$ cat config.mk
export PLATFORM = sky130hd
export DESIGN_NAME = joint_move_stepper
export DESIGN_NICKNAME = d
export VERILOG_FILES = /design/src/rtl/core/jms_pkg.sv /design/src/rtl/core/jms_front.sv /design/src/rtl/core/jms_div.sv /design/src/rtl/core/jms_back.sv /design/src/rtl/core/joint_move_stepper.sv
export VERILOG_INCLUDE_DIRS = /design/src /design/src/rtl/core
export SDC_FILE = /design/constraint.sdc
export NUM_CORES = 2
export LEC_CHECK = 0
export BUFFER_PORTS_ARGS = -buffer_cell sky130_fd_sc_hd__buf_4
export CORE_MARGIN = 1
export CORE_UTILIZATION = 51
export DETAILED_ROUTE_END_ITERATION = 8
export GPL_ROUTABILITY_DRIVEN = 0
export GPL_TIMING_DRIVEN = 0
export PLACE_DENSITY_LB_ADDON = 0.15
export SYNTH_ARGS = -nofsm -noshare
export SYNTH_HDL_FRONTEND = slang
export SYNTH_HIERARCHICAL = 1
export SYNTH_SLANG_ARGS = --single-unit
$ cat constraint.sdc
create_clock -name clk -period 21.1 [get_ports clk]
set_input_delay 2.11 -clock clk [delete_from_list [all_inputs] [get_ports clk]]
set_output_delay 2.11 -clock clk [all_outputs]
set_load 0.02 [all_outputs]
$ cat src/rtl/core/assert_macros.svh
// Assertion macros included by the RTL file jms_back.
`ifndef ASSERT_MACROS_SVH
`define ASSERT_MACROS_SVH
`ifndef SYNTH
`define JMS_ASSERT(label, clk, rst_n, prop) \
    label: assert property (@(posedge clk) disable iff (!rst_n) prop) else $error("%m failed");
`define JMS_ASSERT_NEVER(label, clk, rst_n, cond) \
    label: assert property (@(posedge clk) disable iff (!rst_n) !(cond)) else $error("%m failed");
`else
`define JMS_ASSERT(label, clk, rst_n, prop)
`define JMS_ASSERT_NEVER(label, clk, rst_n, cond)
`endif
`endif

$ cat src/rtl/core/jms_pkg.sv
// ----------------------------------------------------------------------------
// jms_pkg
// Types, constants and joint limit tables for the joint move stepper.
// ----------------------------------------------------------------------------
package jms_pkg;

    localparam int MAX_JOINTS = 8;
    localparam int TARGET_FIELDS = 5;
    localparam int JOINTS_DEFAULT = 5;
    localparam int CFG_IDX_W = 3;
    localparam int CFG_DATA_W = 12;
    localparam logic [16:0] GAIN_ONE = 17'd65536;

    localparam logic [CFG_IDX_W-1:0] REG_STEP_PER_TICK = 3'd0;
    localparam logic [CFG_IDX_W-1:0] REG_JOINT_TOL = 3'd1;
    localparam logic [CFG_IDX_W-1:0] REG_EE_STEP = 3'd2;
    localparam logic [CFG_IDX_W-1:0] REG_EE_TOL = 3'd3;
    localparam logic [CFG_IDX_W-1:0] REG_EE_MIN = 3'd4;
    localparam logic [CFG_IDX_W-1:0] REG_EE_MAX = 3'd5;

    typedef struct packed {
        logic        kind;
        logic [15:0] target_j0;
        logic [15:0] target_j1;
        logic [15:0] target_j2;
        logic [15:0] target_j3;
        logic [15:0] target_j4;
        logic [10:0] target_ee;
    } in_word_t;

    typedef struct packed {
        logic [15:0] pos_j0;
        logic [15:0] pos_j1;
        logic [15:0] pos_j2;
        logic [15:0] pos_j3;
        logic [15:0] pos_j4;
        logic [10:0] pos_ee;
        logic        done_res;
    } out_word_t;

    typedef struct packed {
        logic [11:0] step_per_tick;
        logic [11:0] joint_tolerance;
        logic [7:0]  ee_step;
        logic [7:0]  ee_tolerance;
        logic [10:0] ee_min;
        logic [10:0] ee_max;
    } cfg_t;

    typedef enum logic [2:0] {
        ST_IDLE,
        ST_TARGET,
        ST_DIV,
        ST_TICK,
        ST_OUT
    } back_state_t;

    function automatic logic [15:0] lim_lo(input int j);
        return (j == 0) ? 16'd715 : 16'd0;
    endfunction

    function automatic logic [15:0] lim_hi(input int j);
        case (j)
            0: return 16'd12153;
            1: return 16'd9294;
            2: return 16'd19302;
            3: return 16'd12868;
            4: return 16'd12868;
            default: return 16'd65535;
        endcase
    endfunction

    function automatic logic [15:0] home_pose(input int j);
        case (j)
            0: return 16'd6434;
            3: return 16'd11438;
            4: return 16'd12868;
            default: return 16'd0;
        endcase
    endfunction

endpackage

$ cat src/rtl/core/jms_front.sv
// ----------------------------------------------------------------------------
// jms_front
// Input stage: accepts words and keeps a two-entry queue for the back end.
// ----------------------------------------------------------------------------
module jms_front (
    input  logic              clk,
    input  logic              rst_n,
    input  logic              in_valid,
    output logic              in_ready,
    input  jms_pkg::in_word_t in_word,
    output logic              q_valid,
    input  logic              q_ready,
    output jms_pkg::in_word_t q_word
);
    import jms_pkg::*;

    in_word_t   mem_reg [2];
    logic       wp_reg, wp_next, rp_reg, rp_next;
    logic [1:0] cnt_reg, cnt_next;
    logic       push, pop;

    assign in_ready = (cnt_reg != 2'd2);
    assign q_valid  = (cnt_reg != 2'd0);
    assign q_word   = mem_reg[rp_reg];
    assign push     = in_valid && in_ready;
    assign pop      = q_valid && q_ready;

    always_comb
    begin
        wp_next  = push ? ~wp_reg : wp_reg;
        rp_next  = pop ? ~rp_reg : rp_reg;
        cnt_next = cnt_reg + {1'b0, push} - {1'b0, pop};
    end

    always_ff @(posedge clk or negedge rst_n)
    begin
        if (!rst_n)
        begin
            wp_reg  <= 1'b0;
            rp_reg  <= 1'b0;
            cnt_reg <= 2'd0;
        end
        else
        begin
            wp_reg  <= wp_next;
            rp_reg  <= rp_next;
            cnt_reg <= cnt_next;
        end
    end

    always_ff @(posedge clk)
    begin
        if (push)
        begin
            mem_reg[wp_reg] <= in_word;
        end
    end

endmodule

$ cat src/rtl/core/jms_div.sv
// ----------------------------------------------------------------------------
// jms_div
// Restoring divider: (step << 16) / largest, one quotient bit per cycle,
// saturated to one in Q16.
// ----------------------------------------------------------------------------
module jms_div (
    input  logic        clk,
    input  logic        rst_n,
    input  logic        start,
    input  logic [11:0] step,
    input  logic [16:0] divisor,
    output logic        busy,
    output logic [16:0] gain
);
    import jms_pkg::*;

    logic [27:0] num_reg, num_next;
    logic [17:0] rem_reg, rem_next;
    logic [16:0] dvs_reg, dvs_next;
    logic [4:0]  cnt_reg, cnt_next;
    logic        busy_reg, busy_next;
    logic [17:0] trial;
    logic [18:0] diff;

    assign busy  = busy_reg;
    assign trial = {rem_reg[16:0], num_reg[27]};
    assign diff  = {1'b0, trial} - {2'b00, dvs_reg};
    assign gain  = (num_reg[27:17] != 11'd0 || num_reg[16:0] > GAIN_ONE) ?
                   GAIN_ONE : num_reg[16:0];

    always_comb
    begin
        num_next  = num_reg;
        rem_next  = rem_reg;
        dvs_next  = dvs_reg;
        cnt_next  = cnt_reg;
        busy_next = busy_reg;
        if (start)
        begin
            num_next  = {step, 16'd0};
            rem_next  = 18'd0;
            dvs_next  = divisor;
            cnt_next  = 5'd28;
            busy_next = (divisor != 17'd0);
            if (divisor == 17'd0)
            begin
                num_next = 28'd0;
            end
        end
        else if (busy_reg)
        begin
            if (!diff[18])
            begin
                rem_next = diff[17:0];
                num_next = {num_reg[26:0], 1'b1};
            end
            else
            begin
                rem_next = trial;
                num_next = {num_reg[26:0], 1'b0};
            end
            cnt_next = cnt_reg - 5'd1;
            if (cnt_reg == 5'd1)
            begin
                busy_next = 1'b0;
            end
        end
    end

    always_ff @(posedge clk or negedge rst_n)
    begin
        if (!rst_n)
        begin
            busy_reg <= 1'b0;
            cnt_reg  <= 5'd0;
            num_reg  <= 28'd0;
        end
        else
        begin
            busy_reg <= busy_next;
            cnt_reg  <= cnt_next;
            num_reg  <= num_next;
        end
    end

    always_ff @(posedge clk)
    begin
        rem_reg <= rem_next;
        dvs_reg <= dvs_next;
    end

endmodule

$ cat src/rtl/core/jms_back.sv
// ----------------------------------------------------------------------------
// jms_back
// Motion engine: takes targets and ticks from the queue, updates the pose
// and presents one result word per item.
// ----------------------------------------------------------------------------
`include "assert_macros.svh"

module jms_back #(
    parameter int JOINTS = jms_pkg::JOINTS_DEFAULT
) (
    input  logic               clk,
    input  logic               rst_n,
    input  jms_pkg::cfg_t      cfg,
    input  logic               q_valid,
    output logic               q_ready,
    input  jms_pkg::in_word_t  q_word,
    output logic               out_valid,
    input  logic               out_ready,
    output jms_pkg::out_word_t out_word
);
    import jms_pkg::*;

    localparam int JW = (JOINTS > 1) ? $clog2(JOINTS) : 1;

    back_state_t       state_reg, state_next;
    logic [15:0]       pos_reg [JOINTS];
    logic signed [16:0] err_reg [JOINTS];
    logic [10:0]       ee_pos_reg;
    logic signed [11:0] ee_err_reg;
    logic [16:0]       gain_reg;
    logic              settled_reg, all_in_reg;
    in_word_t          item_reg;
    logic [16:0]       largest_reg;
    logic [JW-1:0]     j_reg;
    logic [33:0]       prod_reg;
    logic              prod_vld_reg;
    logic              div_start, div_busy;
    logic [16:0]       div_gain;
    logic [16:0]       div_divisor;

    logic [15:0]       tgt;
    logic signed [16:0] cur_err, new_err;
    logic [16:0]       cur_mag, d;
    logic [16:0]       tmag;
    logic [11:0]       ee_mag, ed;
    logic [11:0]       ee_tgt;
    logic signed [11:0] ee_sd;

    jms_div u_div (
        .clk     (clk),
        .rst_n   (rst_n),
        .start   (div_start),
        .step    (cfg.step_per_tick),
        .divisor (div_divisor),
        .busy    (div_busy),
        .gain    (div_gain)
    );

    assign q_ready     = (state_reg == ST_IDLE);
    assign out_valid   = (state_reg == ST_OUT);
    assign div_start   = (state_reg == ST_TARGET) && (j_reg == JW'(JOINTS - 1));
    assign div_divisor = (tmag > largest_reg) ? tmag : largest_reg;

    always_comb
    begin
        out_word = '0;
        out_word.pos_j0 = pos_reg[0];
        if (JOINTS > 1) out_word.pos_j1 = pos_reg[1 % JOINTS];
        if (JOINTS > 2) out_word.pos_j2 = pos_reg[2 % JOINTS];
        if (JOINTS > 3) out_word.pos_j3 = pos_reg[3 % JOINTS];
        if (JOINTS > 4) out_word.pos_j4 = pos_reg[4 % JOINTS];
        out_word.pos_ee   = ee_pos_reg;
        out_word.done_res = settled_reg;
    end

    always_comb
    begin
        unique case (j_reg)
            default: tgt = pos_reg[j_reg];
        endcase
        if (32'(j_reg) == 0) tgt = item_reg.target_j0;
        if (32'(j_reg) == 1) tgt = item_reg.target_j1;
        if (32'(j_reg) == 2) tgt = item_reg.target_j2;
        if (32'(j_reg) == 3) tgt = item_reg.target_j3;
        if (32'(j_reg) == 4) tgt = item_reg.target_j4;
        if (32'(j_reg) >= TARGET_FIELDS) tgt = pos_reg[j_reg];
        if (tgt < lim_lo(32'(j_reg))) tgt = lim_lo(32'(j_reg));
        if (tgt > lim_hi(32'(j_reg))) tgt = lim_hi(32'(j_reg));
        tmag = ({1'b0, tgt} >= {1'b0, pos_reg[j_reg]}) ?
               ({1'b0, tgt} - {1'b0, pos_reg[j_reg]}) :
               ({1'b0, pos_reg[j_reg]} - {1'b0, tgt});
        cur_err = err_reg[j_reg];
        cur_mag = cur_err[16] ? 17'(-cur_err) : 17'(cur_err);
        d = 17'(prod_reg >> 16);
        if (d == 17'd0) d = 17'd1;
        if (d > cur_mag) d = cur_mag;
        new_err = cur_err[16] ? (cur_err + 17'(d)) : (cur_err - 17'(d));
        ee_tgt = {1'b0, item_reg.target_ee};
        if (ee_tgt < {1'b0, cfg.ee_min}) ee_tgt = {1'b0, cfg.ee_min};
        if (ee_tgt > {1'b0, cfg.ee_max}) ee_tgt = {1'b0, cfg.ee_max};
        ee_mag = ee_err_reg[11] ? 12'(-ee_err_reg) : 12'(ee_err_reg);
        ed = 12'd0;
        if (cfg.ee_step != 8'd0 && ee_mag >= {4'd0, cfg.ee_step}) ed = {4'd0, cfg.ee_step};
        else if (ee_mag > {4'd0, cfg.ee_tolerance}) ed = ee_mag;
        ee_sd = ee_err_reg[11] ? -$signed(ed) : $signed(ed);
    end

    always_comb
    begin
        state_next = state_reg;
        unique case (state_reg)
            ST_IDLE:
            begin
                if (q_valid)
                begin
                    if (!q_word.kind && settled_reg) state_next = ST_TARGET;
                    else if (q_word.kind && !settled_reg) state_next = ST_TICK;
                    else state_next = ST_OUT;
                end
            end
            ST_TARGET:
            begin
                if (j_reg == JW'(JOINTS - 1)) state_next = ST_DIV;
            end
            ST_DIV:
            begin
                if (!div_busy) state_next = ST_OUT;
            end
            ST_TICK:
            begin
                if (prod_vld_reg && j_reg == JW'(JOINTS - 1)) state_next = ST_OUT;
            end
            ST_OUT:
            begin
                if (out_ready) state_next = ST_IDLE;
            end
            default: state_next = ST_IDLE;
        endcase
    end

    always_ff @(posedge clk or negedge rst_n)
    begin
        if (!rst_n)
        begin
            state_reg    <= ST_IDLE;
            j_reg        <= '0;
            prod_vld_reg <= 1'b0;
            settled_reg  <= 1'b1;
            all_in_reg   <= 1'b1;
            gain_reg     <= 17'd0;
            ee_pos_reg   <= 11'd1200;
            ee_err_reg   <= 12'sd0;
            largest_reg  <= 17'd0;
            item_reg     <= '0;
            for (int j = 0; j < JOINTS; j++)
            begin
                pos_reg[j] <= home_pose(j);
                err_reg[j] <= 17'sd0;
            end
        end
        else
        begin
            state_reg <= state_next;
            case (state_reg)
                ST_IDLE:
                begin
                    j_reg        <= '0;
                    largest_reg  <= 17'd0;
                    prod_vld_reg <= 1'b0;
                    all_in_reg   <= 1'b1;
                    if (q_valid) item_reg <= q_word;
                end
                ST_TARGET:
                begin
                    err_reg[j_reg] <= 17'(signed'({1'b0, tgt}) - signed'({1'b0, pos_reg[j_reg]}));
                    if (tmag > largest_reg) largest_reg <= tmag;
                    ee_err_reg  <= signed'(ee_tgt) - signed'({1'b0, ee_pos_reg});
                    settled_reg <= 1'b0;
                    if (j_reg != JW'(JOINTS - 1)) j_reg <= j_reg + JW'(1);
                end
                ST_DIV:
                begin
                    if (!div_busy) gain_reg <= div_gain;
                end
                ST_TICK:
                begin
                    if (!prod_vld_reg)
                    begin
                        prod_reg     <= 34'(cur_mag) * 34'(gain_reg);
                        prod_vld_reg <= 1'b1;
                    end
                    else
                    begin
                        prod_vld_reg <= 1'b0;
                        if (cur_mag > {5'd0, cfg.joint_tolerance})
                        begin
                            pos_reg[j_reg] <= 16'(pos_reg[j_reg] + 16'(cur_err - new_err));
                            err_reg[j_reg] <= new_err;
                            if ((new_err[16] ? 17'(-new_err) : 17'(new_err))
                                > {5'd0, cfg.joint_tolerance}) all_in_reg <= 1'b0;
                        end
                        else if (cur_mag > {5'd0, cfg.joint_tolerance})
                        begin
                            all_in_reg <= 1'b0;
                        end
                        if (j_reg != JW'(JOINTS - 1))
                        begin
                            j_reg <= j_reg + JW'(1);
                        end
                        else
                        begin
                            ee_pos_reg <= 11'(ee_pos_reg + 11'(ee_sd));
                            ee_err_reg <= ee_err_reg - ee_sd;
                            settled_reg <= all_in_reg
                                && (((new_err[16] ? 17'(-new_err) : 17'(new_err))
                                     <= {5'd0, cfg.joint_tolerance})
                                    || cur_mag <= {5'd0, cfg.joint_tolerance})
                                && ((ee_err_reg[11] ? 12'(-(ee_err_reg - ee_sd))
                                     : 12'(ee_err_reg - ee_sd)) <= {4'd0, cfg.ee_tolerance});
                        end
                    end
                end
                default:
                begin
                end
            endcase
        end
    end

    `JMS_ASSERT(a_out_hold, clk, rst_n, out_valid && !out_ready |=> out_valid)
    `JMS_ASSERT(a_div_only_in_div, clk, rst_n, div_busy |-> state_reg == ST_DIV)
    `JMS_ASSERT(a_gain_sat, clk, rst_n, gain_reg <= GAIN_ONE)
    `JMS_ASSERT_NEVER(a_take_busy, clk, rst_n, q_ready && out_valid)

endmodule

$ cat src/rtl/core/joint_move_stepper.sv
// A tick computes a product and then a step for each joint in turn, then
// presents its result word. A target computes each joint's error in turn, then
// waits for the bit-serial gain divider; an ignored item goes straight to output.
// One item is processed at a time; a two-word input queue accepts words until full.
// Reset is asynchronous and active low and restores the home pose, settled.
// ----------------------------------------------------------------------------
// joint_move_stepper
// Steps joint angles and the gripper toward a clamped target.
// ----------------------------------------------------------------------------
module joint_move_stepper #(
    parameter int JOINTS = jms_pkg::JOINTS_DEFAULT
) (
    input  logic                             clk,
    input  logic                             rst_n,
    input  logic                             cfg_we,
    input  logic [jms_pkg::CFG_IDX_W-1:0]    cfg_index,
    input  logic [jms_pkg::CFG_DATA_W-1:0]   cfg_data,
    input  logic                             in_valid,
    output logic                             in_ready,
    input  jms_pkg::in_word_t                in_word,
    output logic                             out_valid,
    input  logic                             out_ready,
    output jms_pkg::out_word_t               out_word
);
    import jms_pkg::*;

    cfg_t     cfg_reg;
    logic     q_valid, q_ready;
    in_word_t q_word;

    always_ff @(posedge clk or negedge rst_n)
    begin
        if (!rst_n)
        begin
            cfg_reg.step_per_tick   <= 12'd717;
            cfg_reg.joint_tolerance <= 12'd1229;
            cfg_reg.ee_step         <= 8'd3;
            cfg_reg.ee_tolerance    <= 8'd3;
            cfg_reg.ee_min          <= 11'd800;
            cfg_reg.ee_max          <= 11'd1300;
        end
        else if (cfg_we)
        begin
            unique case (cfg_index)
                REG_STEP_PER_TICK: cfg_reg.step_per_tick   <= cfg_data;
                REG_JOINT_TOL:     cfg_reg.joint_tolerance <= cfg_data;
                REG_EE_STEP:       cfg_reg.ee_step         <= cfg_data[7:0];
                REG_EE_TOL:        cfg_reg.ee_tolerance    <= cfg_data[7:0];
                REG_EE_MIN:        cfg_reg.ee_min          <= cfg_data[10:0];
                REG_EE_MAX:        cfg_reg.ee_max          <= cfg_data[10:0];
                default:
                begin
                end
            endcase
        end
    end

    jms_front u_front (
        .clk      (clk),
        .rst_n    (rst_n),
        .in_valid (in_valid),
        .in_ready (in_ready),
        .in_word  (in_word),
        .q_valid  (q_valid),
        .q_ready  (q_ready),
        .q_word   (q_word)
    );

    jms_back #(
        .JOINTS (JOINTS)
    ) u_back (
        .clk       (clk),
        .rst_n     (rst_n),
        .cfg       (cfg_reg),
        .q_valid   (q_valid),
        .q_ready   (q_ready),
        .q_word    (q_word),
        .out_valid (out_valid),
        .out_ready (out_ready),
        .out_word  (out_word)
    );

endmodule

; ---- Word-level counts from Yosys, hierarchy flattened
; Memory sizes are Yosys's and may differ from the RTL's.
; Index checks and enable logic that the tools add are counted.
; W data, S select, Z words.
[word_totals]
register_bits = 489
ramBits = 184
wordCells = 234
rom_bits = 0
latch_bits = 0
n_memories = 1
[op_classes]
n_div = 0
order_cmp = 18
n_addsub = 20
shifts = 0
mul = 1
bitwise_logic = 6
n_mux = 77
eq_ne = 25
n_reduce_logical = 46
[mem_list]
columns = name, depth, width, read_ports, rd_ports_with_merged_regs, wr, line_no
row1 = u_front.mem_reg, 2, 92, 1, 0, 1, jms_front.sv:17  ; in_word_t mem_reg [2];
[op_table]
columns = operator, n
row1 = $mux W17, 12
row2 = $mux W16, 11
row3 = $bwmux W85, 2
row4 = $mux W85, 2
row5 = $pmux W85 S2, 1
row6 = $mux W12, 7
row7 = $mux W28, 3
row8 = $bwmux W80, 1
row9 = $pmux W16 S4, 1
row10 = $bmux W17 S3, 1
row11 = $demux W17 S3, 1
row12 = $sub A16 B16 Y17, 3
row13 = $bmux W16 S3, 1
row14 = $demux W16 S3, 1
row15 = $neg A12 Y12, 3
row16 = $gt A17 B12 Y1, 2
row17 = $gt A17 B17 Y1, 2
row18 = $le A17 B12 Y1, 2
row19 = $logic_not A17 Y1, 2
row20 = $neg A17 Y17, 2
row21 = $pmux W17 S2, 1
row22 = $mul A17 B17 Y33, 1
row23 = $mux W3, 9
row24 = $pmux W12 S2, 1
row25 = other kinds (54), 121

; ---- Depth between registers and ports, before layout
[logic_depth]
depth_word = 21
depth_mapped = 70
depth_no_buf = 61

; ---- Modules after synthesis
; Netlist, hierarchy kept.
[modules_own_cells]
columns = module, area_each_um2, cells_per_inst, n_inst, seq_area_each_um2
row1 = jms_back, 35407.7, 3932, 1, 8598.2
row2 = jms_front, 7116.8, 303, 1, 5625.4
row3 = jms_div, 3912.5, 412, 1, 1701.6
row4 = joint_move_stepper, 2454.9, 135, 1, 1580.3

; ---- Least setup slack after synthesis
; Ideal clock, no wire load.
[synth_path]
kind = reg-to-reg
start = reg u_back.j_reg[2]
end = reg u_back.u_div.busy_reg (netlist: u_back/u_div/busy)
arrival_time_ns = 12.741
required_time_ns = 20.974
synth_period_minus_slack_ns = 12.867
setup_ns = 0.126
slack_ns = 8.233
path_stages_with_launch = 64
cell_sequence = dfrtp_1 -> buf_2 -> clkinv_1 -> buf_1 -> clkbuf_1 -> buf_1 -> ha_1 -> clkbuf_1 -> buf_1 -> buf_1 -> a21oi_1 -> a22oi_1 -> ha_1 -> a21oi_1 -> or4b_1 -> a211o_1 -> clkbuf_1 -> a21oi_1 -> [... 28 more ...] -> inv_1 -> ha_1 -> o21a_1 -> o21a_1 -> o21a_1 -> o21a_1 -> o21a_1 -> o21ai_0 -> a21oi_1 -> o21ai_1 -> clkbuf_1 -> clkbuf_1 -> o21ai_0 -> nor4_1 -> nand4_1 -> o41a_1 -> clkbuf_1 -> o21bai_1
[synth_via]
elab_chain_len = 20
elab_cells_between_ends = 33
[synth_lines]
columns = item, line_no
row1 = from (decl), jms_back.sv:34  ; logic [JW-1:0] j_reg;
row2 = from (signal assigned), jms_back.sv:179  ; if (j_reg != JW'(JOINTS - 1)) j_reg <= j_reg + JW'(1);
row3 = from (signal assigned), jms_back.sv:208  ; j_reg <= j_reg + JW'(1);
row4 = $not A3 Y4 (not written as such), --
row5 = $bmux W16 S3, --
row6 = $mux W16 (not written as such) (2 in series), --
row7 = $mux W16, jms_back.sv:81  ; if (32'(j_reg) == 0) tgt = item_reg.target_j0;
row8 = $mux W16, jms_back.sv:82  ; if (32'(j_reg) == 1) tgt = item_reg.target_j1;
row9 = $mux W16, jms_back.sv:83  ; if (32'(j_reg) == 2) tgt = item_reg.target_j2;
row10 = $mux W16, jms_back.sv:84  ; if (32'(j_reg) == 3) tgt = item_reg.target_j3;
row11 = $mux W16, jms_back.sv:85  ; if (32'(j_reg) == 4) tgt = item_reg.target_j4;
row12 = [... 5 more ...], --
row13 = $sub A16 B16 Y17 (tied with other cells), jms_back.sv:91  ; ({1'b0, pos_reg[j_reg]} - {1'b0, tgt});
row14 = $mux W17 *, jms_back.sv:89  ; tmag = ({1'b0, tgt} >= {1'b0, pos_reg[j_reg]}) ?
row15 = $gt A17 B17 Y1, jms_back.sv:62  ; assign div_divisor = (tmag > largest_reg) ? tmag : largest_reg;
row16 = $mux W17 *, --
row17 = via u_back.div_divisor[2], jms_back.sv:39  ; logic [16:0] div_divisor;
row18 = $reduce_bool A17 Y1 *, jms_div.sv:44  ; busy_next = (divisor != 17'd0);
row19 = $mux W1 *, jms_div.sv:38  ; if (start)
row20 = via u_back.u_div.busy_next, jms_div.sv:21  ; logic busy_reg, busy_next;
row21 = to (signal assigned), jms_div.sv:80  ; busy_reg <= busy_next;
row22 = to (decl), jms_div.sv:21
; The timed path passes the listed nets; every way through them passes the cells marked *. The select of a mux whose other input is x is not followed.
; A chain may end at the register's enable or synchronous reset.

; ---- Worst setup path in the final report
[layout_path]
start = reg u_back.j_reg[2]
end = reg u_back.u_div.num_reg[24]
[layout_via]
elab_chain_len = 21
elab_cells_between_ends = 35
[layout_lines]
columns = item, line_no
row1 = $not A3 Y4 (not written as such), --
row2 = $bmux W16 S3, --
row3 = $mux W16 (not written as such) (2 in series), --
row4 = $mux W16, jms_back.sv:81
row5 = $mux W16, jms_back.sv:82
row6 = $mux W16, jms_back.sv:83
row7 = $mux W16, jms_back.sv:84
row8 = $mux W16, jms_back.sv:85
row9 = [... 5 more ...], --
row10 = $sub A16 B16 Y17 (tied with other cells), jms_back.sv:91
row11 = $mux W17 *, jms_back.sv:89
row12 = $gt A17 B17 Y1, jms_back.sv:62
row13 = $mux W17 *, --
row14 = via u_back.div_divisor[2], jms_back.sv:39
row15 = $logic_not A17 Y1 *, jms_div.sv:45  ; if (divisor == 17'd0)
row16 = $mux W28 *, jms_div.sv:45
row17 = $mux W28 *, jms_div.sv:38
row18 = to (signal assigned), jms_div.sv:82  ; num_reg <= num_next;
row19 = to (decl), jms_div.sv:17  ; logic [27:0] num_reg, num_next;
; Marks and branches as above.

==> impl_metrics.csv <==
group,metric,value,unit
cts,cts_tree,"done",
cts,cts_resized,0,
sta,drv_slew,0,
sta,setup_viol_count_final,0,
global_routing,grt_max_degree,103,
cts,htree_levels,3,
routing,met3_wirelength,8920,um
floorplanning,fp.coreArea,0.0950,sq mm
worst_setup_path,r2r-start,"u_back/j_reg[2]$_DFFE_PN0P_",
floorplanning,rows,113,
sta,slew_headroom,1.73,%
synth,ys_ff_latch,657,
routing,viasPerCell,5.74,
cts,clockRootBuffer,"clkbuf_16",
synth,synth_ff_type,"dfrtp_1",
synth,synth_async_sr_flop_share,64.2,%
global_routing,antenna_found_initial,0,
synth,synth_most_common_cell,"inv_1",
cts,clockBufferDepth,3,
synth,syn-num-nets,5491,
floorplanning,dieArea,0.0971,sq mm
worst_setup_path,crit_path_start,"u_back/j_reg[2]$_DFFE_PN0P_",
sta,rsz0062_at_grt,"false",
routing,drt_iter0_drc,2915,
flow_run,drv_cap,0,
worst_setup_path,reg2regPathDepth,67,
worst_setup_path,critPathSlowestCell,"clkbuf_1",
routing,antenna_left,0,
worst_setup_path,critPathMostFrequentCell,"o21ai_0",
floorplanning,fp.dieH,312,um
synth,netlist.area_leader.share,19.2,%
synth,seq_area_frac_synth,35.8,%
cts,cts_made_buffers,74,
cts,post_cts_buffers,0,
cts,holdBufCountCts,0,
worst_setup_path,timing.rr.end,"u_back/u_div/num_reg[24]$_DFFE_PN0P_",
worst_setup_path,endpoint,"u_back/u_div/num_reg[24]$_DFFE_PN0P_",
floorplanning,die_w,312,um
worst_setup_path,crit_required,21.61,ns
cts,clk_pin_slew_worst_paths,0.06,ns
synth,ys_types,101,
routing,route.detailed.drc,0,
cts,clk_latency,0.66,ns
final_layout,area_growth,12.1,%
final_layout,drive_above_1_share,16.8,%
sta,fin_crit_sh,86.1,%
routing,via_count,36770,
synth,synth_top_area_cell,"dfrtp_1",
worst_setup_path,reg2reg_slack,2.94,ns
floorplanning,io_pins,206,
synth,syn_inst,4782,
routing,wire_per_inst,21.7,um
placed_design,pre_cts_ws,3.53,ns
placed_design,dp_hpwl,107000,um
synth,yosys-top-cells-count,"inv_1, nand2_1, dfrtp_1",
sta,min_period,18.16,ns
worst_setup_path,worstSetupPathType,"reg2reg",
sta,tns,0,ns
global_routing,grt_pass1_vias,36965,
floorplanning,start_util,51.5,%
routing,wirelength,139000,um
global_routing,grt_pass1_wl,217000,um
worst_setup_path,cp_max_fo,10,
worst_hold_path,holdCritPathClass,"reg2reg",
sta,finalHoldViolCount,0,
synth,yosys_warnings,6,
routing,wl_met2,64700,um
global_routing,grt_usage,28.8,%
final_layout,largest_register_ffs,184,
routing,top_layer,"met4",
worst_setup_path,cp_data_arrival_time,18.67,ns
sta,fin_ws,2.94,ns
synth,synth-edff-count,218,
global_routing,grt_overflow,0,
sta,worst_slew_pin_slew,1.46,ns
placed_design,portBuffers,205,
synth,synthTopCellsByArea,"dfrtp_1, edfxtp_1, fa_1, ha_1, mux2_2",
final_layout,fin_nets,5782,
worst_setup_path,start_kind,"flop",
cts,cts.sinks,657,
sta,clock-skew-final,0.0786,ns
worst_setup_path,max_stage_delay,0.77,ns
synth,avgSynthCellArea,10.2,sq um
worst_setup_path,end_kind,"flop",
routing,first_pass_iters,6,
routing,wl_met1,60500,um
sta,max_freq,55.1,MHz
status,status,"finished, final reports clean",
synth,netlist_area,0.0489,sq mm
-- layer usage --
metal | vias to the layer above | track usage, %
met5 | - | 0
met4 | 0 | 10.3
met3 | 254 | 4.15
met2 | 1271 | 46.7
met1 | 18210 | 39.4
li1 | 17035 | -
-- cell families after synthesis --
group | Yosys count | synth area share [%]
buf+inv | 775 | 6.34
flops | 657 | 35.8
xor+xnor | 183 | 3.28
simple gates | 1170 | 11.3
mux | 540 | 13.0
fa+ha+maj | 597 | 19.0
compound gates | 860 | 11.2
-- worst max-delay path, delay by kind of cell (launching register included) --
kind                     cells  cell delay, ns
multiplexers                 2            0.52
AND/OR/NAND/NOR             14            2.47
adder cells (fa/ha/maj)      4            1.28
buffers and inverters       15            5.93
XOR/XNOR                     1            0.35
AO/OA/AOI/OAI               31            6.97
flip-flops                   1            0.45
-- worst min-delay path by stage --
stage                                               start  cells past startpoint                                   end
after floorplan                   cfg_reg[51]$_DFFE_PN0P_                      2  u_back/u_div/num_reg[17]$_DFFE_PN0P_
after global routing      u_back/out_word[29]$_DFFE_PN1P_                      2       u_back/out_word[29]$_DFFE_PN1P_
after CTS                 u_back/out_word[29]$_DFFE_PN1P_                      2       u_back/out_word[29]$_DFFE_PN1P_
after detailed placement  u_back/out_word[29]$_DFFE_PN1P_                      2       u_back/out_word[29]$_DFFE_PN1P_
final                     u_back/out_word[29]$_DFFE_PN1P_                      2       u_back/out_word[29]$_DFFE_PN1P_
after global placement    u_back/out_word[29]$_DFFE_PN1P_                      2       u_back/out_word[29]$_DFFE_PN1P_
-- area by class of cell --
cell class,count,area [sq um]
fillers,8258,40200
multi-input cells,3350,28300
flip-flops and latches,657,17500
clock buffers,107,2100
inverters,527,1980
repair buffers,215,1760
well taps,1265,1580
plain buffers,248,1120
clock inverters,30,422
diodes,4,10.0
-- cell usage in the layout (no fill, tap or decap), types with 51 or more instances in the layout --
master and instances:
nor2_1 309, ha_1 354, buf_4 215, edfxtp_1 218
o21ai_0 203, a21oi_1 261, dfrtp_1 375, xor2_1 56
mux2i_1 136, nand2_1 401, inv_1 524, mux2_2 299
nand3_1 51, a21o_1 68, xnor2_1 127, clkbuf_16 75
mux2_4 97, nor3_1 55, clkbuf_1 194, and2_1 123
fa_1 243
-- through the flow --
stage	instance area (sq um)	hold slack [ns]	utilization, %	std cells
final	54800	0.473	57.7	6403
after CTS	54800	0.475	57.7	6399
after global placement	52000	0.460	54.7	6252
after global routing	54800	0.499	57.7	6399
after floorplan	48900	0.446	-	4782
after detailed placement	52300	0.466	55.0	6262
Power is not shown: default switching activity piles up to over one toggle a cycle in this logic, so the estimate is an artifact.
